**src/hdl/axis_homing_and_feedforward_sequencer_macros.svh**
```systemverilog
// ----------------------------------------------------------------------------
// Lift-axis sequencer assertion macros
// Shared concurrent assertion forms, clocked on aclk, quiet during reset.
// ----------------------------------------------------------------------------
`ifndef AXIS_HOMING_AND_FEEDFORWARD_SEQUENCER_MACROS_SVH
`define AXIS_HOMING_AND_FEEDFORWARD_SEQUENCER_MACROS_SVH

// Same-cycle implication.
`define AHFS_ASSERT_IMPLY(label, ante, cons, msg) \
    label: assert property (@(posedge aclk) disable iff (!aresetn) \
        (ante) |-> (cons)) else $error(msg);

// Next-cycle implication.
`define AHFS_ASSERT_NEXT(label, ante, cons, msg) \
    label: assert property (@(posedge aclk) disable iff (!aresetn) \
        (ante) |=> (cons)) else $error(msg);

`endif

```
**src/hdl/ahfs_pkg.sv**
```systemverilog
// ----------------------------------------------------------------------------
// Lift-axis sequencer package
// Field widths, register indexes, item kinds and reset values.
// ----------------------------------------------------------------------------
package ahfs_pkg;

    localparam int POS_W      = 16;
    localparam int LIMIT_W    = 15;
    localparam int CFG_IDX_W  = 3;
    localparam int CFG_DATA_W = 16;
    localparam int TDATA_W    = 40;

    // Configuration register indexes
    localparam logic [CFG_IDX_W-1:0] REG_STAGE_HEIGHT    = 3'd0;
    localparam logic [CFG_IDX_W-1:0] REG_FF_ABOVE_STAGE  = 3'd1;
    localparam logic [CFG_IDX_W-1:0] REG_FF_BELOW_STAGE  = 3'd2;
    localparam logic [CFG_IDX_W-1:0] REG_FF_SLOW_MODE    = 3'd3;
    localparam logic [CFG_IDX_W-1:0] REG_HOMING_DRIVE    = 3'd4;
    localparam logic [CFG_IDX_W-1:0] REG_HOMING_TIMEOUT  = 3'd5;
    localparam logic [CFG_IDX_W-1:0] REG_MAX_TARGET      = 3'd6;

    // Item kinds carried in s_tuser
    localparam logic KIND_TICK    = 1'b0;
    localparam logic KIND_COMMAND = 1'b1;

    localparam logic [15:0]        HOMING_TIMEOUT_RST = 16'd100;
    localparam logic [LIMIT_W-1:0] MAX_TARGET_RST     = 15'd6963;   // 1.7 in Q4.12
    localparam logic [POS_W-1:0]   PREV_POSITION_RST  = 16'hF000;   // -1.0 in Q4.12
    localparam logic [15:0]        TIMER_MAX          = 16'hFFFF;

    typedef struct packed {
        logic                    slow_profile;
        logic signed [POS_W-1:0] target;
        logic                    moving_down;
        logic signed [POS_W-1:0] position;
        logic                    motor_disabled;
        logic                    limit_switch;
    } in_item_t;

    typedef struct packed {
        logic                    accepted;
        logic                    homing_timed_out;
        logic                    zero_sensor;
        logic signed [POS_W-1:0] feed_forward;
        logic                    use_slow;
        logic signed [POS_W-1:0] drive_value;
    } out_item_t;

endpackage

```
**src/hdl/axis_homing_and_feedforward_sequencer.sv**
```systemverilog
// ----------------------------------------------------------------------------
// Lift-axis homing and feed-forward sequencer
// Seeks the home switch with a fixed percent drive, then runs profiled
// position control with stage-dependent feed-forward.
// ----------------------------------------------------------------------------
//  Channel   Direction  Transaction contents
//  s_axis    in         tuser: kind; tdata: tick fields or command fields
//  m_axis    out        tuser: profiled_mode; tdata: drive and status fields
//  cfg       in         write enable, register index, write data
//
//  One item per cycle sustained while m_tready holds high; each result is
//  registered in the result register as its item leaves the input register.
//  The input register and the result register form a two-entry pipeline;
//  a stalled m_tready holds both and then drops s_tready.
//  aresetn is synchronous, active low, and restores all sequencer state.
// ----------------------------------------------------------------------------
`include "axis_homing_and_feedforward_sequencer_macros.svh"

module axis_homing_and_feedforward_sequencer (
    input  logic                                aclk,
    input  logic                                aresetn,
    input  logic                                s_tvalid,
    output logic                                s_tready,
    // [0] limit_switch, [1] motor_disabled, [17:2] position, [18] moving_down,
    // [34:19] target, [35] slow_profile, [39:36] zero
    input  logic [ahfs_pkg::TDATA_W-1:0]        s_tdata,
    // [0] kind
    input  logic                                s_tuser,
    output logic                                m_tvalid,
    input  logic                                m_tready,
    // [15:0] drive_value, [16] use_slow, [32:17] feed_forward, [33] zero_sensor,
    // [34] homing_timed_out, [35] accepted, [39:36] zero
    output logic [ahfs_pkg::TDATA_W-1:0]        m_tdata,
    // [0] profiled_mode
    output logic                                m_tuser,
    input  logic                                cfg_wr_en,
    input  logic [ahfs_pkg::CFG_IDX_W-1:0]      cfg_index,
    input  logic [ahfs_pkg::CFG_DATA_W-1:0]     cfg_wdata
);

    localparam int PW = ahfs_pkg::POS_W;
    localparam int LW = ahfs_pkg::LIMIT_W;

    // Configuration registers
    logic [LW-1:0]        stage_height_reg;
    logic signed [PW-1:0] ff_above_stage_reg;
    logic signed [PW-1:0] ff_below_stage_reg;
    logic signed [PW-1:0] ff_slow_mode_reg;
    logic signed [PW-1:0] homing_drive_reg;
    logic [15:0]          homing_timeout_reg;
    logic [LW-1:0]        max_target_reg;

    // Sequencer state
    logic                 homed_reg,         homed_next;
    logic                 switch_seen_reg,   switch_seen_next;
    logic [15:0]          down_timer_reg,    down_timer_next;
    logic signed [PW-1:0] prev_position_reg, prev_position_next;
    logic                 prev_disabled_reg, prev_disabled_next;
    logic signed [PW-1:0] ff_hold_reg,       ff_hold_next;
    logic signed [PW-1:0] goal_position_reg, goal_position_next;
    logic                 goal_slow_reg,     goal_slow_next;

    // Pipeline registers
    logic                 in_valid_reg;
    ahfs_pkg::in_item_t   in_item_reg;
    logic                 in_kind_reg;
    logic                 out_valid_reg;
    ahfs_pkg::out_item_t  out_item_reg,  out_item_next;
    logic                 out_mode_reg,  out_mode_next;

    logic                 advance;
    logic                 zero_pulse;
    logic signed [LW:0]   stage_s;
    logic signed [LW:0]   max_target_s;

    assign advance  = in_valid_reg && (!out_valid_reg || m_tready);
    assign s_tready = !in_valid_reg || advance;

    assign m_tvalid = out_valid_reg;
    assign m_tuser  = out_mode_reg;
    assign m_tdata  = {{(ahfs_pkg::TDATA_W - $bits(ahfs_pkg::out_item_t)){1'b0}},
                       out_item_reg};

    assign stage_s      = $signed({1'b0, stage_height_reg});
    assign max_target_s = $signed({1'b0, max_target_reg});

    // Configuration writes
    always_ff @(posedge aclk) begin
        if (!aresetn) begin
            stage_height_reg   <= '0;
            ff_above_stage_reg <= '0;
            ff_below_stage_reg <= '0;
            ff_slow_mode_reg   <= '0;
            homing_drive_reg   <= '0;
            homing_timeout_reg <= ahfs_pkg::HOMING_TIMEOUT_RST;
            max_target_reg     <= ahfs_pkg::MAX_TARGET_RST;
        end else if (cfg_wr_en) begin
            unique case (cfg_index)
                ahfs_pkg::REG_STAGE_HEIGHT:   stage_height_reg   <= cfg_wdata[LW-1:0];
                ahfs_pkg::REG_FF_ABOVE_STAGE: ff_above_stage_reg <= $signed(cfg_wdata);
                ahfs_pkg::REG_FF_BELOW_STAGE: ff_below_stage_reg <= $signed(cfg_wdata);
                ahfs_pkg::REG_FF_SLOW_MODE:   ff_slow_mode_reg   <= $signed(cfg_wdata);
                ahfs_pkg::REG_HOMING_DRIVE:   homing_drive_reg   <= $signed(cfg_wdata);
                ahfs_pkg::REG_HOMING_TIMEOUT: homing_timeout_reg <= cfg_wdata;
                ahfs_pkg::REG_MAX_TARGET:     max_target_reg     <= cfg_wdata[LW-1:0];
                default: ;
            endcase
        end
    end

    // Per-item sequencing
    always_comb begin
        homed_next         = homed_reg;
        switch_seen_next   = switch_seen_reg;
        down_timer_next    = down_timer_reg;
        prev_position_next = prev_position_reg;
        prev_disabled_next = prev_disabled_reg;
        ff_hold_next       = ff_hold_reg;
        goal_position_next = goal_position_reg;
        goal_slow_next     = goal_slow_reg;
        out_item_next      = '0;
        out_mode_next      = 1'b0;
        zero_pulse         = 1'b0;

        if (in_kind_reg == ahfs_pkg::KIND_COMMAND) begin
            if (in_item_reg.target <= max_target_s) begin
                goal_position_next     = in_item_reg.target;
                goal_slow_next         = in_item_reg.slow_profile;
                out_item_next.accepted = 1'b1;
            end
        end else begin
            // Home switch: only a rising edge zeroes the sensor
            if (in_item_reg.limit_switch) begin
                if (!switch_seen_reg) begin
                    homed_next       = 1'b1;
                    switch_seen_next = 1'b1;
                    zero_pulse       = 1'b1;
                    ff_hold_next     = ff_below_stage_reg;
                end
            end else begin
                switch_seen_next = 1'b0;
            end

            if (homed_next) begin
                // Disable edge: hold the current position
                if (in_item_reg.motor_disabled && !prev_disabled_reg) begin
                    goal_position_next = in_item_reg.position;
                    goal_slow_next     = 1'b0;
                end
                if (!goal_slow_next) begin
                    if (in_item_reg.position >= stage_s &&
                        prev_position_reg <= stage_s) begin
                        ff_hold_next = ff_above_stage_reg;
                    end else if (in_item_reg.position <= stage_s &&
                                 prev_position_reg >= stage_s) begin
                        ff_hold_next = ff_below_stage_reg;
                    end
                end else begin
                    ff_hold_next = ff_slow_mode_reg;
                end
                out_mode_next              = 1'b1;
                out_item_next.drive_value  = goal_position_next;
                out_item_next.use_slow     = goal_slow_next;
            end else begin
                if (down_timer_reg < homing_timeout_reg) begin
                    out_item_next.drive_value = homing_drive_reg;
                end else begin
                    out_item_next.homing_timed_out = 1'b1;
                end
                if (in_item_reg.motor_disabled || in_item_reg.moving_down) begin
                    down_timer_next = '0;
                end else if (down_timer_reg != ahfs_pkg::TIMER_MAX) begin
                    down_timer_next = down_timer_reg + 16'd1;
                end
            end

            out_item_next.feed_forward = ff_hold_next;
            out_item_next.zero_sensor  = zero_pulse;
            prev_position_next         = in_item_reg.position;
            prev_disabled_next         = in_item_reg.motor_disabled;
        end
    end

    // Input register
    always_ff @(posedge aclk) begin
        if (!aresetn) begin
            in_valid_reg <= 1'b0;
        end else if (s_tready) begin
            in_valid_reg <= s_tvalid;
        end
    end

    always_ff @(posedge aclk) begin
        if (s_tready && s_tvalid) begin
            in_item_reg <= s_tdata[$bits(ahfs_pkg::in_item_t)-1:0];
            in_kind_reg <= s_tuser;
        end
    end

    // Result register
    always_ff @(posedge aclk) begin
        if (!aresetn) begin
            out_valid_reg <= 1'b0;
        end else if (advance) begin
            out_valid_reg <= 1'b1;
        end else if (m_tready) begin
            out_valid_reg <= 1'b0;
        end
    end

    always_ff @(posedge aclk) begin
        if (advance) begin
            out_item_reg <= out_item_next;
            out_mode_reg <= out_mode_next;
        end
    end

    // State commit
    always_ff @(posedge aclk) begin
        if (!aresetn) begin
            homed_reg         <= 1'b0;
            switch_seen_reg   <= 1'b0;
            down_timer_reg    <= '0;
            prev_position_reg <= $signed(ahfs_pkg::PREV_POSITION_RST);
            prev_disabled_reg <= 1'b1;
            ff_hold_reg       <= '0;
            goal_position_reg <= '0;
            goal_slow_reg     <= 1'b0;
        end else if (advance) begin
            homed_reg         <= homed_next;
            switch_seen_reg   <= switch_seen_next;
            down_timer_reg    <= down_timer_next;
            prev_position_reg <= prev_position_next;
            prev_disabled_reg <= prev_disabled_next;
            ff_hold_reg       <= ff_hold_next;
            goal_position_reg <= goal_position_next;
            goal_slow_reg     <= goal_slow_next;
        end
    end

    `AHFS_ASSERT_NEXT(a_homed_sticky, homed_reg, homed_reg,
        "homed state cleared without reset")
    `AHFS_ASSERT_IMPLY(a_zero_in_profiled, out_valid_reg && out_item_reg.zero_sensor,
        out_mode_reg, "sensor zero pulse outside profiled mode")
    `AHFS_ASSERT_IMPLY(a_timeout_drive, out_valid_reg && out_item_reg.homing_timed_out,
        !out_mode_reg && out_item_reg.drive_value == '0,
        "timed-out homing still drives")
    `AHFS_ASSERT_IMPLY(a_accept_clean, out_valid_reg && out_item_reg.accepted,
        !out_mode_reg && out_item_reg.feed_forward == '0 && !out_item_reg.zero_sensor,
        "accepted command carries tick fields")
    `AHFS_ASSERT_IMPLY(a_full_stall, in_valid_reg && out_valid_reg && !m_tready,
        !s_tready, "input taken while pipeline is full and stalled")

endmodule
```
**config.mk**
```make
export PLATFORM = sky130hd
export DESIGN_NAME = axis_homing_and_feedforward_sequencer
export DESIGN_NICKNAME = d
export VERILOG_FILES = /design/src/hdl/ahfs_pkg.sv /design/src/hdl/axis_homing_and_feedforward_sequencer.sv
export VERILOG_INCLUDE_DIRS = /design/src /design/src/hdl
export SDC_FILE = /design/constraint.sdc
export NUM_CORES = 1
export LEC_CHECK = 0
export BUFFER_PORTS_ARGS = -buffer_cell sky130_fd_sc_hd__buf_2
export CAP_MARGIN = 5
export CORE_UTILIZATION = 55
export CTS_BUF_LIST = sky130_fd_sc_hd__clkbuf_4 sky130_fd_sc_hd__clkbuf_8
export CTS_CLUSTER_SIZE = 30
export DETAILED_ROUTE_END_ITERATION = 8
export PLACE_DENSITY = 0.76
export SYNTH_ARGS = -nofsm -noshare
export SYNTH_HDL_FRONTEND = slang
export SYNTH_SLANG_ARGS = --single-unit
```
**constraint.sdc**
```tcl
create_clock -name aclk -period 2.4 [get_ports aclk]
set_input_delay 0.12 -clock aclk [delete_from_list [all_inputs] [get_ports aclk]]
set_output_delay 0.12 -clock aclk [all_outputs]
set_load 0.03 [all_outputs]
```
==> flow_results.xml, run 1 <==
<?xml version="1.0" encoding="UTF-8"?>
<metrics>
  <group name="outcome">
    <metric name="status" unit="">complete, but fails checks</metric>
    <metric name="failed_checks" unit="">design-rule violations, negative setup slack</metric>
  </group>
  <group name="grt">
    <metric name="global_route_wire_length_before_repair" unit="microns">57600</metric>
    <metric name="grt_start_max_net_pins" unit="">73</metric>
    <metric name="grt_antenna_before_repair" unit="">0</metric>
    <metric name="grt_pass1_vias" unit="">10961</metric>
    <metric name="gr-total-overflow" unit="">0</metric>
    <metric name="global_route.usage.total" unit="%">31.8</metric>
  </group>
  <group name="sta">
    <metric name="clock-skew-final" unit="ns">0.0175</metric>
    <metric name="fin_hold_ws" unit="ns">0.159</metric>
    <metric name="final_max_slew_viol_count" unit="">0</metric>
    <metric name="fin_crit" unit="ns">2.67</metric>
    <metric name="number_of_setup_violations_in_the_final_report" unit="">41</metric>
    <metric name="maxClockFrequency" unit="MHz">374</metric>
    <metric name="slew_headroom" unit="%">47.2</metric>
    <metric name="layout_setup_ws" unit="ns">-0.275</metric>
    <metric name="worst_slew_pin_slew" unit="ns">0.790</metric>
    <metric name="final_hold_viol_count" unit="">0</metric>
    <metric name="period_share" unit="%">111</metric>
    <metric name="rsz0062_at_grt" unit="">true</metric>
  </group>
  <group name="place">
    <metric name="dp.cells" unit="">1766</metric>
    <metric name="gpl.final_weighted_congestion" unit="">0.891</metric>
    <metric name="io_buffers" unit="">99</metric>
    <metric name="detailedPlace.worstSlack" unit="ns">-0.358</metric>
    <metric name="dp_hpwl" unit="microns">23600</metric>
  </group>
  <group name="floorplan">
    <metric name="placement_rows" unit="">54</metric>
    <metric name="core" unit="sq um">22000</metric>
    <metric name="dieWidth" unit="microns">152</metric>
    <metric name="initial_utilization" unit="%">56.5</metric>
    <metric name="die_y" unit="microns">152</metric>
    <metric name="ioPinCount" unit="">108</metric>
    <metric name="die-area" unit="sq um">23200</metric>
  </group>
  <group name="yosys">
    <metric name="synth-compound-area-share" unit="%">20.4</metric>
    <metric name="synth_seq_area_share" unit="%">46.9</metric>
    <metric name="synth_top_family_by_area" unit="">compound AO/OA/AOI/OAI gates</metric>
    <metric name="avgSynthCellArea" unit="sq um">9.10</metric>
    <metric name="yosys-mux-area-fraction" unit="%">2.58</metric>
    <metric name="most_common_cell_in_the_synthesized_netlist" unit="">sky130_fd_sc_hd__nand2_1</metric>
    <metric name="synth.top_cell.area_share" unit="%">29.0</metric>
    <metric name="postSynth.topFlopCell" unit="">sky130_fd_sc_hd__dfxtp_1</metric>
    <metric name="distinct_cells_synth" unit="">66</metric>
    <metric name="synth-warning-count" unit="">0</metric>
    <metric name="most_area_hungry_cell_type_in_the_yosys_netlist" unit="">sky130_fd_sc_hd__dfxtp_1</metric>
    <metric name="async_flop_share" unit="%">0</metric>
    <metric name="yosys-top-cells-area" unit="">sky130_fd_sc_hd__dfxtp_1 (29%), sky130_fd_sc_hd__edfxtp_1 (18%), sky130_fd_sc_hd__nand2_1 (9.0%)</metric>
    <metric name="syn_area" unit="sq um">12400</metric>
    <metric name="synth-edff-count" unit="">74</metric>
    <metric name="synth_area_in_adders" unit="%">6.14</metric>
    <metric name="synth.ff_latch_count" unit="">254</metric>
    <metric name="number_of_instances_in_the_synthesized_netlist" unit="">1367</metric>
    <metric name="synth_commonest_cells" unit="">sky130_fd_sc_hd__nand2_1 (299), sky130_fd_sc_hd__dfxtp_1 (180), sky130_fd_sc_hd__a21boi_0 (115)</metric>
    <metric name="synth-simple-area-share" unit="%">17.8</metric>
    <metric name="post_synth_xor_area_fraction" unit="%">0.775</metric>
  </group>
  <group name="flow_run">
    <metric name="count_of_maximum_capacitance_violations" unit="">0</metric>
  </group>
  <group name="layout">
    <metric name="stdcell_count" unit="">1914</metric>
    <metric name="n_fill_cell" unit="">1572</metric>
    <metric name="num-nets-final" unit="">1727</metric>
    <metric name="area.growth.synth_to_final" unit="%">28.5</metric>
    <metric name="fin_util" unit="%">72.6</metric>
    <metric name="drive_gt1_share" unit="%">24.3</metric>
  </group>
  <group name="critical_path">
    <metric name="cp-start-kind" unit="">flip-flop</metric>
    <metric name="worst-setup-path-type" unit="">flip-flop to flip-flop</metric>
    <metric name="path_cells" unit="">inv_1, ha_4, nand3_4, nor4_4, buf_4, and4_4, nor3b_2, nor3_4, buf_12, buf_6, and2b_1, a21oi_2, o32ai_2</metric>
    <metric name="critPathRequiredTime" unit="ns">2.70</metric>
    <metric name="worstPathArrival" unit="ns">2.97</metric>
    <metric name="cp_slowest_cell" unit="">sky130_fd_sc_hd__dfxtp_1</metric>
    <metric name="critical_path_peak_fanout" unit="">7</metric>
    <metric name="worst_path_largest_cell_delay" unit="ns">0.32</metric>
    <metric name="critical_path_sink_type" unit="">flip-flop</metric>
  </group>
  <group name="cts">
    <metric name="cts_tree" unit="">done</metric>
    <metric name="clk_transition_reported_paths" unit="ns">0.06</metric>
    <metric name="htreeDepth" unit="">2</metric>
    <metric name="cts_buffers" unit="">42</metric>
    <metric name="clk_latency" unit="ns">0.56</metric>
    <metric name="clk_path_buf_depth" unit="">3</metric>
    <metric name="cts_sinks" unit="">254</metric>
    <metric name="clk_root_buffer_cell" unit="">sky130_fd_sc_hd__clkbuf_8</metric>
  </group>
  <group name="drt">
    <metric name="drt_first_pass_iters" unit="">7</metric>
    <metric name="routed_wire_length_per_instance" unit="microns">19.4</metric>
    <metric name="detail_route.wirelength" unit="microns">37100</metric>
    <metric name="route.vias.total" unit="">11136</metric>
    <metric name="drt_drc_violations_left" unit="">6</metric>
    <metric name="drt_iter0_drcs" unit="">865</metric>
    <metric name="vias_per_cell" unit="">5.82</metric>
    <metric name="ant_nets" unit="">0</metric>
  </group>
  <group name="power_and_ir_drop">
    <metric name="combPwrFrac" unit="%">13.9</metric>
    <metric name="leakage" unit="nW">6.14</metric>
    <metric name="net_switching_power" unit="mW">2.68</metric>
    <metric name="internal-power" unit="mW">7.57</metric>
    <metric name="p_seq_share" unit="%">45.8</metric>
    <metric name="power_per_cell_area" unit="nW/um^2">642</metric>
    <metric name="totalPowerFinal" unit="mW">10.3</metric>
    <metric name="power.ir.vdd_worst" unit="V">0.000419</metric>
    <metric name="p_clk_share" unit="%">40.3</metric>
    <metric name="p_sw_share" unit="%">26.1</metric>
  </group>
  <group name="hold_path">
    <metric name="tightest_hold_check_type" unit="">primary input to flip-flop</metric>
  </group>
</metrics>
placed cells by master, fill, tap and decap left out, types with 7 or more instances in the layout:
cell type and instances:
sky130_fd_sc_hd__o31a_1 8, sky130_fd_sc_hd__o22ai_1 10, sky130_fd_sc_hd__o221ai_1 15, sky130_fd_sc_hd__buf_4 90, sky130_fd_sc_hd__nor2_1 69, sky130_fd_sc_hd__inv_1 79, sky130_fd_sc_hd__dfxtp_1 174, sky130_fd_sc_hd__a211oi_1 8
sky130_fd_sc_hd__a21oi_2 11, sky130_fd_sc_hd__ha_1 48, sky130_fd_sc_hd__edfxtp_1 74, sky130_fd_sc_hd__mux2i_1 23, sky130_fd_sc_hd__nor2b_1 14, sky130_fd_sc_hd__buf_2 99, sky130_fd_sc_hd__buf_12 11, sky130_fd_sc_hd__nand2b_1 7
sky130_fd_sc_hd__clkbuf_8 51, sky130_fd_sc_hd__a21o_1 16, sky130_fd_sc_hd__a21oi_1 46, sky130_fd_sc_hd__nand2_1 299, sky130_fd_sc_hd__o21ai_1 14, sky130_fd_sc_hd__clkbuf_4 16, sky130_fd_sc_hd__buf_6 10, sky130_fd_sc_hd__mux2i_2 8
sky130_fd_sc_hd__a221oi_2 15, sky130_fd_sc_hd__and2_1 12, sky130_fd_sc_hd__o211ai_1 29, sky130_fd_sc_hd__ha_4 13, sky130_fd_sc_hd__a21boi_0 114, sky130_fd_sc_hd__dlygate4sd3_1 57, sky130_fd_sc_hd__nand3_1 30, sky130_fd_sc_hd__a31oi_1 15
final cells by class:
type                            instances  area (sq um)  area share [%]
Antenna cell                            1          2.50          0.0157
Multi-Input combinational cell        951          6490            40.6
Sequential cell                       254          5830            36.5
Clock buffer                           67           822            5.14
Tap cell                              280           350            2.19
Timing Repair Buffer                  267          2070            13.0
Clock inverter                          9          92.6           0.579
Inverter                               85           319            2.00
worst max-delay path: cells and delay by family, from the launching register on:
kind / cells / cell delay (ns)
flip-flops: 1 / 0.32
adder cells (fa/ha/maj): 1 / 0.29
AND/OR/NAND/NOR: 6 / 1.07
buffers and inverters: 4 / 0.50
AO/OA/AOI/OAI: 2 / 0.24
logic make-up (layout without fill, tap and decap cells):
group | after synthesis | in the layout
compound gates | 347 | 347
xor+xnor | 11 | 11
fa+ha+maj | 61 | 61
buf+inv | 165 | 428
flops | 254 | 254
mux | 32 | 32
other cells | 1 | 5
simple gates | 496 | 496
per-layer routing:
metal	wire length, microns	up-vias	GRT usage, %
li1	-	5250	-
met1	14900	5276	39.1
met2	17400	493	52.6
met3	2980	117	6.66
met4	1830	0	17.2
met5	0	-	0
power groups by stage:
stage / clock network [mW] / logic (mW) / registers [mW]
finish: 4.14 / 1.42 / 4.69
global route: 4.38 / 1.52 / 4.71
CTS: 4.16 / 1.34 / 4.69
detailed placement: 0 / 1.19 / 4.78
global placement: 0 / 1.16 / 4.77
floorplan: 0 / 0.678 / 4.82
repair_timing:
item	in CTS	in global routing
setup endpoints to repair	50	66
pin swaps	22	19
buffers inserted	6	7
cloned	3	1
resized for setup	44	49
hold buffers	57	0
endpoints found under the hold margin	147	0
final timing paths:
path | start | endpoint | slack [ns] | depth (start not counted)
setup reg to reg | stage_height_reg[7]$_SDFFE_PN0P_ | m_tdata[23]$_SDFFCE_PP0P_ | -0.27 | 13
hold reg to reg | homing_timeout_reg[14]$_SDFFE_PN0P_ | homing_timeout_reg[14]$_SDFFE_PN0P_ | 0.46 | 2
setup / recovery | stage_height_reg[7]$_SDFFE_PN0P_ | m_tdata[23]$_SDFFCE_PP0P_ | -0.27 | 13
hold / removal | cfg_index[1] | homing_drive_reg[12]$_SDFFE_PN0P_ | 0.16 | 5
stage by stage:
step	setup TNS, ns	instance area [sq um]
6_report	-7.23	16000
3_3_place_gp	-5.60	13900
2_1_floorplan	-0.130	12600
3_5_place_dp	-9.54	13900
5_1_grt	-12.20	16000
4_1_cts	-7.36	15700
(Power assumes the default switching activity.)
==> inputs of run 2 (changes only) <==
CORE_UTILIZATION = 56   (was 55)
PLACE_DENSITY = 0.78   (was 0.76)
==> flow_results.xml, run 2 (same netlist as run 1, synthesis figures left out) <==
<?xml version="1.0" encoding="UTF-8"?>
<metrics>
  <group name="critical_path">
    <metric name="worst-setup-path-type" unit="">flip-flop to flip-flop</metric>
    <metric name="worstPathArrival" unit="ns">3.14</metric>
    <metric name="timing.critical_path.mode_cell" unit="">sky130_fd_sc_hd__buf_4</metric>
    <metric name="critical_path.reg2reg.endpoint" unit="">m_tdata[21]$_SDFFCE_PP0P_</metric>
    <metric name="critical_path_sink_type" unit="">flip-flop</metric>
    <metric name="critical_path_peak_fanout" unit="">7</metric>
    <metric name="rr_startpoint" unit="">in_item_reg[16]$_DFFE_PP_</metric>
    <metric name="path_cells" unit="">ha_4, and4b_4, o21ai_1, a21oi_4, o211ai_1, o31ai_1, nand2b_1, buf_4, buf_12, buf_4, o31a_1, o32ai_1</metric>
    <metric name="cp-start-kind" unit="">flip-flop</metric>
    <metric name="critPathRequiredTime" unit="ns">2.79</metric>
    <metric name="reg2regPathDepth" unit="">12</metric>
    <metric name="cp_slowest_cell" unit="">sky130_fd_sc_hd__edfxtp_1</metric>
    <metric name="worst_path_largest_cell_delay" unit="ns">0.46</metric>
    <metric name="timing.reg2reg.setup_slack" unit="ns">-0.35</metric>
  </group>
  <group name="floorplan">
    <metric name="ioPinCount" unit="">108</metric>
    <metric name="dieWidth" unit="microns">151</metric>
    <metric name="die_y" unit="microns">151</metric>
    <metric name="initial_utilization" unit="%">57.0</metric>
    <metric name="placement_rows" unit="">54</metric>
    <metric name="die-area" unit="sq um">22800</metric>
    <metric name="core" unit="sq um">21800</metric>
  </group>
  <group name="sta">
    <metric name="layout_setup_ws" unit="ns">-0.350</metric>
    <metric name="worst_slew_pin_slew" unit="ns">0.748</metric>
    <metric name="final_hold_viol_count" unit="">0</metric>
    <metric name="rsz0062_at_grt" unit="">true</metric>
    <metric name="clock-skew-final" unit="ns">0.0319</metric>
    <metric name="period_share" unit="%">115</metric>
    <metric name="final_max_slew_viol_count" unit="">0</metric>
    <metric name="slew_headroom" unit="%">50.0</metric>
    <metric name="number_of_setup_violations_in_the_final_report" unit="">37</metric>
    <metric name="fin_hold_ws" unit="ns">0.150</metric>
    <metric name="fin_crit" unit="ns">2.75</metric>
    <metric name="maxClockFrequency" unit="MHz">364</metric>
  </group>
  <group name="place">
    <metric name="dp_hpwl" unit="microns">23700</metric>
    <metric name="io_buffers" unit="">99</metric>
    <metric name="detailedPlace.worstSlack" unit="ns">-0.273</metric>
    <metric name="gpl.final_weighted_congestion" unit="">0.893</metric>
  </group>
  <group name="drt">
    <metric name="routed_wire_length_per_instance" unit="microns">20.0</metric>
    <metric name="drt_drc_violations_left" unit="">0</metric>
    <metric name="vias_per_cell" unit="">5.90</metric>
    <metric name="drt_first_pass_iters" unit="">6</metric>
    <metric name="drt_iter0_drcs" unit="">1148</metric>
    <metric name="ant_nets" unit="">0</metric>
    <metric name="detail_route.wirelength" unit="microns">38300</metric>
    <metric name="route.vias.total" unit="">11316</metric>
  </group>
  <group name="layout">
    <metric name="multi_input_area" unit="sq um">6560</metric>
    <metric name="layout_common_cells" unit="">sky130_fd_sc_hd__nand2_1 (298), sky130_fd_sc_hd__dfxtp_1 (173), sky130_fd_sc_hd__a21boi_0 (114), sky130_fd_sc_hd__buf_2 (98), sky130_fd_sc_hd__buf_4 (95)</metric>
    <metric name="drive_gt1_share" unit="%">24.6</metric>
    <metric name="n_fill_cell" unit="">1540</metric>
    <metric name="layout_commonest_cell" unit="">sky130_fd_sc_hd__nand2_1</metric>
    <metric name="num-nets-final" unit="">1727</metric>
    <metric name="sequential_cell_area" unit="sq um">5830</metric>
    <metric name="area.growth.synth_to_final" unit="%">28.7</metric>
  </group>
  <group name="hold_path">
    <metric name="tightest_hold_check_type" unit="">primary input to flip-flop</metric>
    <metric name="hold-path-cell-count" unit="">5</metric>
    <metric name="min_from" unit="">cfg_index[0]</metric>
    <metric name="min_delay_worst_endpoint" unit="">homing_drive_reg[7]$_SDFFE_PN0P_</metric>
  </group>
  <group name="outcome">
    <metric name="status" unit="">complete, but fails checks</metric>
    <metric name="failed_checks" unit="">negative setup slack</metric>
  </group>
  <group name="cts">
    <metric name="cts_tree" unit="">done</metric>
    <metric name="cts_buffers" unit="">43</metric>
    <metric name="clk_transition_reported_paths" unit="ns">0.06</metric>
    <metric name="htreeDepth" unit="">2</metric>
    <metric name="clk_path_buf_depth" unit="">3</metric>
    <metric name="clk_root_buffer_cell" unit="">sky130_fd_sc_hd__clkbuf_8</metric>
    <metric name="clk_latency" unit="ns">0.57</metric>
    <metric name="cts_sinks" unit="">254</metric>
  </group>
  <group name="power_and_ir_drop">
    <metric name="leakage" unit="nW">6.11</metric>
    <metric name="power.ir.vdd_worst" unit="V">0.000460</metric>
    <metric name="power_per_cell_area" unit="nW/um^2">637</metric>
  </group>
  <group name="grt">
    <metric name="gr-total-overflow" unit="">0</metric>
    <metric name="grt_start_max_net_pins" unit="">76</metric>
    <metric name="grt_antenna_before_repair" unit="">0</metric>
    <metric name="global_route.usage.total" unit="%">33.1</metric>
    <metric name="grt_pass1_vias" unit="">10961</metric>
    <metric name="global_route_wire_length_before_repair" unit="microns">57400</metric>
  </group>
  <group name="flow_run">
    <metric name="count_of_maximum_capacitance_violations" unit="">0</metric>
  </group>
</metrics>
run 2: changes by cell type in the layout (fill, tap and decap cells not counted), moves of 3 or more:
cell / previous run / this run
sky130_fd_sc_hd__a21oi_1: 46 / 43
sky130_fd_sc_hd__and2_1: 12 / 16
sky130_fd_sc_hd__and2_4: 5 / 1
sky130_fd_sc_hd__buf_12: 11 / 6
sky130_fd_sc_hd__buf_4: 90 / 95
sky130_fd_sc_hd__buf_6: 10 / 6
sky130_fd_sc_hd__clkbuf_4: 16 / 11
sky130_fd_sc_hd__clkinv_2: 2 / 10
sky130_fd_sc_hd__mux2i_1: 23 / 19
sky130_fd_sc_hd__mux2i_4: 1 / 6
sky130_fd_sc_hd__nand3_1: 30 / 33
sky130_fd_sc_hd__o22ai_1: 10 / 5
sky130_fd_sc_hd__o22ai_2: 6 / 10
run 2: layer usage:
layer	share of wire [%]	vias up	track usage, %
li1	-	5248	-
met1	39	5371	41.0
met2	48	562	56.1
met3	8.5	135	5.57
met4	4.6	0	15.8
met5	0	-	0
run 2: timing repair:
action,4_1_cts,5_1_grt
hold buffers,58,0
buffers inserted,3,10
gates resized for setup,38,64
setup endpoints to repair,56,65
hold endpoints to repair,146,0
gates cloned,2,0
pin swaps,20,9
run 2: through the flow:
stage          cell area (sq um)  utilization [%]  power [mW]  setup TNS, ns  instances
2_1_floorplan              12600                -        5.50         -0.130       1370
3_3_place_gp               13800             63.5        5.92          -2.59       1763
3_5_place_dp               13800             63.5        5.95          -7.65       1763
4_1_cts                    15600             71.4        10.1          -7.47       1906
5_1_grt                    16000             73.3        10.5         -13.88       1916
6_report                   16000             73.4        10.2          -8.82       1917
run 2: worst max-delay path, delay by kind of cell, from the launching register on:
kind	cells	cell delay, ns
buffers and inverters	3	0.47
DFF	1	0.46
adders and majority gates	1	0.31
and+or+nand+nor	2	0.40
AOI/OAI and AO/OA	6	0.94
run 2: power breakdown:
part / total, mW / internal [mW] / switching, mW
Clock: 4.05 / 2.22 / 1.83
Combinational: 1.44 / 0.605 / 0.835
Sequential: 4.70 / 4.59 / 0.111
Total: 10.2 / 7.42 / 2.78
run 2: area by class of cell:
class | instances | area share (%)
diodes | 1 | 0.0156
clock buffers | 62 | 4.90
clock inverters | 18 | 0.719
inverters | 85 | 1.99
multi-input cells | 951 | 40.9
flip-flops and latches | 254 | 36.4
well taps | 280 | 2.19
repair buffers | 266 | 12.8
run 2: worst max path at each step:
stage / start / slack (ns) / endpoint
after global placement: in_item_reg[16]$_DFFE_PP_ / -0.11 / ff_hold_reg[2]$_SDFFE_PN0P_
final: in_item_reg[16]$_DFFE_PP_ / -0.35 / m_tdata[21]$_SDFFCE_PP0P_
after floorplan: in_item_reg[16]$_DFFE_PP_ / -0.03 / m_tdata[22]$_SDFFCE_PP0P_
after CTS: in_item_reg[16]$_DFFE_PP_ / -0.28 / m_tdata[18]$_SDFFCE_PP0P_
after global routing: in_item_reg[11]$_DFFE_PP_ / -0.44 / m_tdata[21]$_SDFFCE_PP0P_
after detailed placement: stage_height_reg[11]$_SDFFE_PN0P_ / -0.27 / ff_hold_reg[0]$_SDFFE_PN0P_
